File: config.mk
export PLATFORM = sky130hd
export DESIGN_NAME = geared_multiturn_angle_tracker_core
export DESIGN_NICKNAME = d
export VERILOG_FILES = /design/src/rtl/core/gmat_pkg.sv /design/src/rtl/core/gmat_turn_counter.sv /design/src/rtl/core/geared_multiturn_angle_tracker_core.sv
export VERILOG_INCLUDE_DIRS = /design/src /design/src/rtl/core
export SDC_FILE = /design/constraint.sdc
export NUM_CORES = 2
export LEC_CHECK = 0
export BUFFER_PORTS_ARGS = -buffer_cell sky130_fd_sc_hd__buf_4
export CAP_MARGIN = 0
export CELL_PAD_IN_SITES_DETAIL_PLACEMENT = 0
export CELL_PAD_IN_SITES_GLOBAL_PLACEMENT = 1
export CORE_MARGIN = 1
export CORE_UTILIZATION = 45
export CTS_CLUSTER_SIZE = 10
export DETAILED_ROUTE_END_ITERATION = 10
export GPL_ROUTABILITY_DRIVEN = 0
export PLACE_DENSITY = 0.77
export SYNTH_ARGS = -nofsm -noshare
export SYNTH_HDL_FRONTEND = slang
export SYNTH_SLANG_ARGS = --single-unit
File: constraint.sdc
create_clock -name aclk -period 13.1 [get_ports aclk]
set_input_delay 2.62 -clock aclk [delete_from_list [all_inputs] [get_ports aclk]]
set_output_delay 2.62 -clock aclk [all_outputs]
set_load 0.1 [all_outputs]
File: src/rtl/core/geared_multiturn_angle_tracker_core_macros.svh
// ----------------------------------------------------------------------------
// geared multi-turn angle tracker: assertion macros
// Shared concurrent assertion forms used by the core modules.
// ----------------------------------------------------------------------------
`ifndef GEARED_MULTITURN_ANGLE_TRACKER_CORE_MACROS_SVH
`define GEARED_MULTITURN_ANGLE_TRACKER_CORE_MACROS_SVH

// same-cycle implication, ignored while reset is held
`define GMAT_ASSERT_NOW(label, clk, rstn, ante, cons) \
    label: assert property (@(posedge clk) disable iff (!(rstn)) (ante) |-> (cons)) \
        else $error("gmat assertion failed");

// next-cycle implication, ignored while reset is held
`define GMAT_ASSERT_NEXT(label, clk, rstn, ante, cons) \
    label: assert property (@(posedge clk) disable iff (!(rstn)) (ante) |=> (cons)) \
        else $error("gmat assertion failed");

`endif

File: src/rtl/core/gmat_pkg.sv
// ----------------------------------------------------------------------------
// gmat_pkg
// Types and constants shared by the geared multi-turn angle tracker core.
// ----------------------------------------------------------------------------
`timescale 1ns / 1ps

package gmat_pkg;

    // configuration port
    localparam int CFG_ADDR_W = 2;
    localparam int CFG_DATA_W = 24;

    localparam logic [CFG_ADDR_W-1:0] CFG_INV_RATIO     = 2'd0;
    localparam logic [CFG_ADDR_W-1:0] CFG_RATIO_SPAN    = 2'd1;
    localparam logic [CFG_ADDR_W-1:0] CFG_ABSOLUTE_MODE = 2'd2;

    // q16 unity and the smallest usable gear span
    localparam logic [16:0] Q16_ONE  = 17'h10000;
    localparam logic [23:0] SPAN_MIN = 24'h010000;

    // gear accumulator carries this many bits above one turn
    localparam int GEAR_EXTRA_BITS = 8;
    localparam int REDUCE_CNT_W    = 3;

    localparam logic signed [15:0] TURN_COUNT_MAX = 16'sh7FFF;
    localparam logic signed [15:0] TURN_COUNT_MIN = -16'sh8000;

    typedef struct packed {
        logic upd;
        logic absolute_mode;
    } turn_ctrl_t;

endpackage

File: src/rtl/core/gmat_turn_counter.sv
// ----------------------------------------------------------------------------
// gmat_turn_counter
// Output-shaft wrap detector with a saturating signed turn count.
// ----------------------------------------------------------------------------
`timescale 1ns / 1ps
`include "geared_multiturn_angle_tracker_core_macros.svh"

module gmat_turn_counter #(
    parameter int ANGLE_BITS = 16
) (
    input  logic                      aclk,
    input  logic                      aresetn,
    input  gmat_pkg::turn_ctrl_t      ctrl,
    input  logic [ANGLE_BITS-1:0]     in_turn,
    output logic signed [15:0]        turn_count_new
);

    localparam logic signed [ANGLE_BITS:0] HALF_TURN = (ANGLE_BITS+1)'(2**(ANGLE_BITS-1));

    logic [ANGLE_BITS-1:0]   prev_in_turn_reg;
    logic signed [15:0]      turn_count_reg;
    logic signed [ANGLE_BITS:0] diff;

    assign diff = $signed({1'b0, in_turn}) - $signed({1'b0, prev_in_turn_reg});

    always_comb begin
        turn_count_new = turn_count_reg;
        if (!ctrl.absolute_mode) begin
            if (diff < -HALF_TURN) begin
                if (turn_count_reg != gmat_pkg::TURN_COUNT_MAX) begin
                    turn_count_new = turn_count_reg + 16'sd1;
                end
            end else if (diff > HALF_TURN) begin
                if (turn_count_reg != gmat_pkg::TURN_COUNT_MIN) begin
                    turn_count_new = turn_count_reg - 16'sd1;
                end
            end
        end
    end

    always_ff @(posedge aclk) begin
        if (!aresetn) begin
            prev_in_turn_reg <= '0;
            turn_count_reg   <= '0;
        end else if (ctrl.upd) begin
            prev_in_turn_reg <= in_turn;
            turn_count_reg   <= turn_count_new;
        end
    end

    `GMAT_ASSERT_NEXT(a_count_holds_idle, aclk, aresetn, !ctrl.upd, $stable(turn_count_reg))
    `GMAT_ASSERT_NEXT(a_count_holds_abs, aclk, aresetn, ctrl.upd && ctrl.absolute_mode, $stable(turn_count_reg))
    `GMAT_ASSERT_NEXT(a_prev_tracks, aclk, aresetn, ctrl.upd, prev_in_turn_reg == $past(in_turn))

endmodule

File: src/rtl/core/geared_multiturn_angle_tracker_core.sv
// ----------------------------------------------------------------------------
// geared_multiturn_angle_tracker_core
// Unwraps motor encoder samples into a geared output-shaft angle and speed.
// ----------------------------------------------------------------------------
// The core takes one encoder sample per clock while no span fold is running and
// the result side is not stalled, and returns one result per sample. The input
// register holds the accepted sample and the result register loads from it once
// the result side can take it and no fold is running. The whole step, including
// the relative-angle multiply, the gear accumulator update and the turn count,
// sits between those two registers. The first sample after reset sets the
// power-on offset. Angles use 2^ANGLE_BITS units per turn. Writing ratio_span
// marks the gear accumulator for a fold into the new span: the first geared
// sample after that write waits, with s_axis_tready low, while the fold starts
// and runs an 8-step restoring pass. Samples at ratio one never wait for a fold.
// ----------------------------------------------------------------------------
`timescale 1ns / 1ps
`include "geared_multiturn_angle_tracker_core_macros.svh"

module geared_multiturn_angle_tracker_core #(
    parameter int ANGLE_BITS = 16
) (
    input  logic                              aclk,
    input  logic                              aresetn,

    input  logic                              s_axis_tvalid,
    output logic                              s_axis_tready,
    input  logic [31:0]                       s_axis_tdata,  // motor_angle, motor_speed

    output logic                              m_axis_tvalid,
    input  logic                              m_axis_tready,
    output logic [63:0]                       m_axis_tdata,  // shaft_angle, shaft_angle_in_turn, shaft_speed

    input  logic                              cfg_we,
    input  logic [gmat_pkg::CFG_ADDR_W-1:0]   cfg_addr,
    input  logic [gmat_pkg::CFG_DATA_W-1:0]   cfg_wdata
);

    localparam int GW = ANGLE_BITS + gmat_pkg::GEAR_EXTRA_BITS;
    localparam int DW = (ANGLE_BITS + 1 > 18) ? ANGLE_BITS + 1 : 18;
    localparam logic [15:0] ANGLE_MASK =
        (ANGLE_BITS >= 16) ? 16'hFFFF : 16'((2**ANGLE_BITS) - 1);
    localparam logic signed [DW-1:0] HALF_D = DW'(2**(ANGLE_BITS-1));

    // configuration
    logic [16:0]              inv_ratio_reg;
    logic [23:0]              ratio_span_reg;
    logic                     absolute_mode_reg;

    // input and result stages
    logic                     in_vld_reg;
    logic [15:0]              in_angle_reg;
    logic signed [15:0]       in_speed_reg;
    logic                     out_vld_reg;
    logic [63:0]              out_data_reg;

    // tracker state
    logic                     offset_valid_reg;
    logic [15:0]              offset_reg;
    logic signed [16:0]       prev_rel_reg;
    logic [GW-1:0]            gear_accum_reg;
    logic [GW-1:0]            gear_accum_next;

    // span fold, run before the first geared sample after a ratio_span write
    logic                     span_dirty_reg;
    logic                     busy_reg;
    logic [gmat_pkg::REDUCE_CNT_W-1:0] red_cnt_reg;

    logic                     fire;
    logic                     fold_start;
    logic                     ratio_one;
    logic [16:0]              inv_eff;
    logic [23:0]              span_cfg;
    logic [47:0]              span_wide;
    logic [47:0]              step_wide;
    logic [GW-1:0]            span_eff;
    logic [GW-1:0]            step;
    logic [15:0]              offset_sel;
    logic signed [16:0]       rel;
    logic signed [DW-1:0]     d;
    logic signed [GW+1:0]     acc_pm;
    logic signed [GW+1:0]     acc_mod;
    logic signed [34:0]       prod_rel;
    logic signed [47:0]       prod_rel_ext;
    logic signed [33:0]       prod_spd;
    logic [ANGLE_BITS-1:0]    in_turn;
    logic signed [15:0]       turn_count_new;
    logic signed [ANGLE_BITS+15:0] shaft_cat;
    logic signed [63:0]       shaft_ext;
    logic [GW+7:0]            span_sh;
    logic [GW+7:0]            acc_wide;
    gmat_pkg::turn_ctrl_t     turn_ctrl;

    assign fold_start    = in_vld_reg && span_dirty_reg && !ratio_one && !busy_reg;
    assign fire          = in_vld_reg && !busy_reg && !(span_dirty_reg && !ratio_one)
                           && (!out_vld_reg || m_axis_tready);
    assign s_axis_tready = !busy_reg && (!in_vld_reg || fire);
    assign m_axis_tvalid = out_vld_reg;
    assign m_axis_tdata  = out_data_reg;

    assign ratio_one = inv_ratio_reg >= gmat_pkg::Q16_ONE;
    assign inv_eff   = ratio_one ? gmat_pkg::Q16_ONE : inv_ratio_reg;
    assign span_cfg  = (ratio_span_reg < gmat_pkg::SPAN_MIN) ? gmat_pkg::SPAN_MIN
                                                               : ratio_span_reg;
    assign span_wide = {24'd0, span_cfg} << ANGLE_BITS;
    assign step_wide = {31'd0, inv_eff} << ANGLE_BITS;
    assign span_eff  = GW'(span_wide >> 16);
    assign step      = GW'(step_wide >> 16);

    assign offset_sel = offset_valid_reg ? offset_reg : in_angle_reg;
    assign rel        = $signed({1'b0, in_angle_reg}) - $signed({1'b0, offset_sel});
    assign d          = DW'(rel) - DW'(prev_rel_reg);

    // gear-side accumulator stays in [0, span)
    always_comb begin
        acc_pm = $signed({2'b00, gear_accum_reg});
        if (d < -HALF_D) begin
            acc_pm = $signed({2'b00, gear_accum_reg}) + $signed({2'b00, step});
        end else if (d > HALF_D) begin
            acc_pm = $signed({2'b00, gear_accum_reg}) - $signed({2'b00, step});
        end
        acc_mod = acc_pm;
        if (acc_pm < 0) begin
            acc_mod = acc_pm + $signed({2'b00, span_eff});
        end else if (acc_pm >= $signed({2'b00, span_eff})) begin
            acc_mod = acc_pm - $signed({2'b00, span_eff});
        end
    end

    assign prod_rel     = rel * $signed({1'b0, inv_eff});
    assign prod_rel_ext = 48'(prod_rel);
    assign prod_spd     = in_speed_reg * $signed({1'b0, inv_eff});

    assign in_turn = ratio_one ? ANGLE_BITS'(rel)
                               : ANGLE_BITS'(acc_mod) + prod_rel_ext[16 +: ANGLE_BITS];

    assign turn_ctrl.upd           = fire;
    assign turn_ctrl.absolute_mode = absolute_mode_reg;

    gmat_turn_counter #(
        .ANGLE_BITS (ANGLE_BITS)
    ) u_turn_counter (
        .aclk           (aclk),
        .aresetn        (aresetn),
        .ctrl           (turn_ctrl),
        .in_turn        (in_turn),
        .turn_count_new (turn_count_new)
    );

    assign shaft_cat = {turn_count_new, in_turn};
    assign shaft_ext = 64'(shaft_cat);

    // restoring fold of the accumulator, largest multiple of the span first
    assign span_sh  = (GW+8)'(span_eff) << red_cnt_reg;
    assign acc_wide = (GW+8)'(gear_accum_reg);

    always_comb begin
        gear_accum_next = gear_accum_reg;
        if (busy_reg) begin
            if (acc_wide >= span_sh) begin
                gear_accum_next = gear_accum_reg - GW'(span_sh);
            end
        end else if (fire && !ratio_one) begin
            gear_accum_next = GW'(acc_mod);
        end
    end

    always_ff @(posedge aclk) begin
        if (!aresetn) begin
            inv_ratio_reg     <= gmat_pkg::Q16_ONE;
            ratio_span_reg    <= gmat_pkg::SPAN_MIN;
            absolute_mode_reg <= 1'b0;
            in_vld_reg        <= 1'b0;
            out_vld_reg       <= 1'b0;
            offset_valid_reg  <= 1'b0;
            offset_reg        <= '0;
            prev_rel_reg      <= '0;
            gear_accum_reg    <= '0;
            span_dirty_reg    <= 1'b0;
            busy_reg          <= 1'b0;
            red_cnt_reg       <= '0;
        end else begin
            gear_accum_reg <= gear_accum_next;

            if (busy_reg) begin
                red_cnt_reg <= red_cnt_reg - 1'b1;
                if (red_cnt_reg == '0) begin
                    busy_reg <= 1'b0;
                end
            end else if (fold_start) begin
                busy_reg       <= 1'b1;
                red_cnt_reg    <= '1;
                span_dirty_reg <= 1'b0;
            end

            if (cfg_we) begin
                case (cfg_addr)
                    gmat_pkg::CFG_INV_RATIO: begin
                        inv_ratio_reg <= cfg_wdata[16:0];
                    end
                    gmat_pkg::CFG_RATIO_SPAN: begin
                        ratio_span_reg <= cfg_wdata;
                        span_dirty_reg <= 1'b1;
                    end
                    gmat_pkg::CFG_ABSOLUTE_MODE: begin
                        absolute_mode_reg <= cfg_wdata[0];
                    end
                    default: begin
                    end
                endcase
            end

            if (s_axis_tvalid && s_axis_tready) begin
                in_vld_reg <= 1'b1;
            end else if (fire) begin
                in_vld_reg <= 1'b0;
            end

            if (fire) begin
                out_vld_reg      <= 1'b1;
                offset_valid_reg <= 1'b1;
                offset_reg       <= offset_sel;
                if (!ratio_one) begin
                    prev_rel_reg <= rel;
                end
            end else if (m_axis_tready) begin
                out_vld_reg <= 1'b0;
            end
        end
    end

    // payload registers
    always_ff @(posedge aclk) begin
        if (s_axis_tvalid && s_axis_tready) begin
            in_angle_reg <= s_axis_tdata[15:0] & ANGLE_MASK;
            in_speed_reg <= $signed(s_axis_tdata[31:16]);
        end
        if (fire) begin
            out_data_reg <= {prod_spd[31:16], 16'(in_turn), shaft_ext[31:0]};
        end
    end

    `GMAT_ASSERT_NOW(a_busy_blocks_input, aclk, aresetn, busy_reg, !s_axis_tready)
    `GMAT_ASSERT_NOW(a_accum_in_span, aclk, aresetn, !busy_reg && !span_dirty_reg, gear_accum_reg < span_eff)
    `GMAT_ASSERT_NEXT(a_fire_gives_result, aclk, aresetn, fire, out_vld_reg)

endmodule

==> metrics.txt <==
outcome finished clean; starting density of the core 0.457; stages on the worst setup path 73; root buffer cell clkbuf_16; Via density approximately 5.5; Maximum Capacitance Violations 0; Clock Pin Slew Worst Setup and Hold Paths 60 ps; Seq/Total Area, Yosys 0.146; post-route ant nets 0; Slew HR 0.263; hpwl dp approximately 89,000 µm; Mapped Nets 5,181; top-area cell type share of the netlist area 0.247; Critical path buffers and inverters 11; fin. max-slew vios 0; Setup Viol. Count Final 0; vias in the first global route just over 30k; Total GRT Usage 0.277; Site Rows just over 100; Synth area leaders fa_1 25%, ha_1 14%, dfxtp_1 7.8%, edfxtp_1 6.8%, inv_1 6.7%; timing-limited maximum frequency around 0.077 GHz; max reg flops 48; Port Buffers 128; global route overflow 0; most used cell along the critical path a21o_1; H-tree levels 1; Synth cell types 97; layout cell share with drive strength beyond 1 0.155; Design Area, Final 41,200 µm²; DR DRC count 0; type of origin of the critical path register; largest area contributor in the netlist fa_1; DR vias 31.2k; die span in x around 280 µm; min-delay worst type register to register; RSZ-0062 raised after global routing true; P_leak about 0.019 µW; router iterations before antenna repair 6; crit-path max cell delay approximately 510 ps; Setup Skew approximately 30 ps; Post-synth ARST share 0; clock buffer depth 3; initial DRC count about 2.4k; post-layout util 0.529; critical path class register to register; core area ~78,000 µm²; initial antenna violation count 0; critical path's top delay family compound AO/OA/AOI/OAI gates; final worst setup slack around 130 ps; ys flop type dfxtp_1; pre-CTS setup slack -312 ps; Worst Tran Pin Value 1090 ps; Peak VDD IR around 0.25 mV; Ys Warns 0; Worst-Skew Late Latency ~600 ps; hold depth 2; highest net fanout along the worst path 5; largest net degree at the start of global routing 66; Yosys reg bits between 200 and 250; die area roughly 80,000 µm²; critical path capture point type register; Final period util 0.990; crit path time final about 13,000 ps; TritonCTS Buffers 29; CTS tree done; Hold-fix buffers, CTS 0; worst path required time 13,430 ps; first-pass GRT wire length 175,000 µm; Final nets roughly 5.5k; diode count 0; WP data arrival 13,300 ps; Mapped Area 35,500 µm²; Post-synth EDFFs 80; DRT Wirelength around 110,000 µm; placed inst area 39,500 µm²; Avg WL per Cell ~20 µm; I/O pins around 130; Syn Area/Cell about 8.3 µm²; Final Hold Vio Count 0; power per cell area between 200 and 250 nW/µm²; Worst path slowest cell or4_4; Die Ht roughly 280 µm; Tot Pwr 9510 µW; area grow syn2layout 15.9%; cells on worst reg2reg path 73; CTS Sinks between 200 and 250; Cells after Synth between 4k and 5k
## cell usage in the layout, fill, tap and decap left out, types with 30 or more instances in the layout
cell,synthesis,routed
inv_1,631,624
nand2_1,574,571
buf_4,17,464
fa_1,439,437
ha_1,390,381
nor2_1,344,337
a21oi_1,252,227
and2_1,148,146
dfxtp_1,139,137
o21ai_0,147,119
xnor2_1,90,84
edfxtp_1,80,80
a21o_1,51,51
a211oi_1,48,45
nor3_1,47,44
mux2i_1,46,43
xor2_1,43,41
nand2b_1,42,40
nand3_1,42,37
clkbuf_16,0,30
## worst paths after layout
kind	endpoint	startpoint	slack, ps
max	m_axis_tdata[31]$_DFFE_PP_	offset_valid_reg$_SDFFE_PN0P_	130
min	inv_ratio_reg[0]$_SDFFE_PN0P_	inv_ratio_reg[0]$_SDFFE_PN0P_	450
max reg2reg	m_axis_tdata[31]$_DFFE_PP_	offset_valid_reg$_SDFFE_PN0P_	130
min reg2reg	inv_ratio_reg[0]$_SDFFE_PN0P_	inv_ratio_reg[0]$_SDFFE_PN0P_	450
## what timing repair did
item	4_1_cts	5_1_grt
setup endpoints to repair	29	32
setup buffers	2	22
resized for setup	14	130
pin swaps	8	91
## power breakdown
| group | total (µW) | internal [µW] | switching, µW |
|---|---|---|---|
| logic | 7750 | 3400 | 4350 |
| registers | 972 | 862 | 111 |
| clock network | 790 | 456 | 334 |
| total | 9510 | 4720 | 4790 |
## through the flow
stage	TNS (ps)	hold slack (ps)	cells
6_report	0	452	5623
5_1_grt	-15070	474	5623
2_1_floorplan	0	432	4289
4_1_cts	0	456	5601
3_3_place_gp	-459	442	5548
3_5_place_dp	-3510	446	5548
## final cells by class
cell class / count / area [µm²]
Clock buffer: 43 / 830
Clock inverter: 8 / 85.1
Fill cell: 7462 / 36600
Inverter: 640 / 2410
Multi-Input combinational cell: 3198 / 27800
Sequential cell: 219 / 5190
Tap cell: 1040 / 1300
Timing Repair Buffer: 475 / 3630
## kinds of logic (layout without fill, tap and decap cells)
| kind of cell | count (synthesis) | after routing | synth area share |
|---|---|---|---|
| simple gates | 1366 | 1366 | 0.175 |
| buf+inv | 872 | 1166 | 0.0945 |
| fa+ha+maj | 829 | 829 | 0.385 |
| compound gates | 820 | 820 | 0.153 |
| flops | 219 | 219 | 0.146 |
| xor+xnor | 133 | 133 | 0.0328 |
| mux | 50 | 50 | 0.0142 |
## synthesized netlist by cell type, drive strengths merged, types with 43 or more instances
cell	instances
dfxtp	139
a21oi	254
a21o	51
inv	633
fa	439
edfxtp	80
nor2	346
mux2i	46
and2	149
o21ai	156
xor2	43
ha	390
xnor2	90
clkbuf	198
nor3	48
nand2	574
nor2b	47
a211oi	48
## tightest hold or removal path, cell delays in order (launching register included)
cell and delay, ps:
dfxtp_1 300, nand2_1 50, a21oi_1 50
## routing by layer
metal / track usage / up-vias / wire [µm] / share of wire
met2: 0.460 / 974 / 52200 / 0.47
li1: - / 14600 / - / -
met5: 0 / - / 0 / 0
met1: 0.384 / 15400 / 50000 / 0.45
met3: 0.0345 / 158 / 7130 / 0.064
met4: 0.0573 / 0 / 2550 / 0.023
No activity file was read; power rests on OpenSTA's default activity.
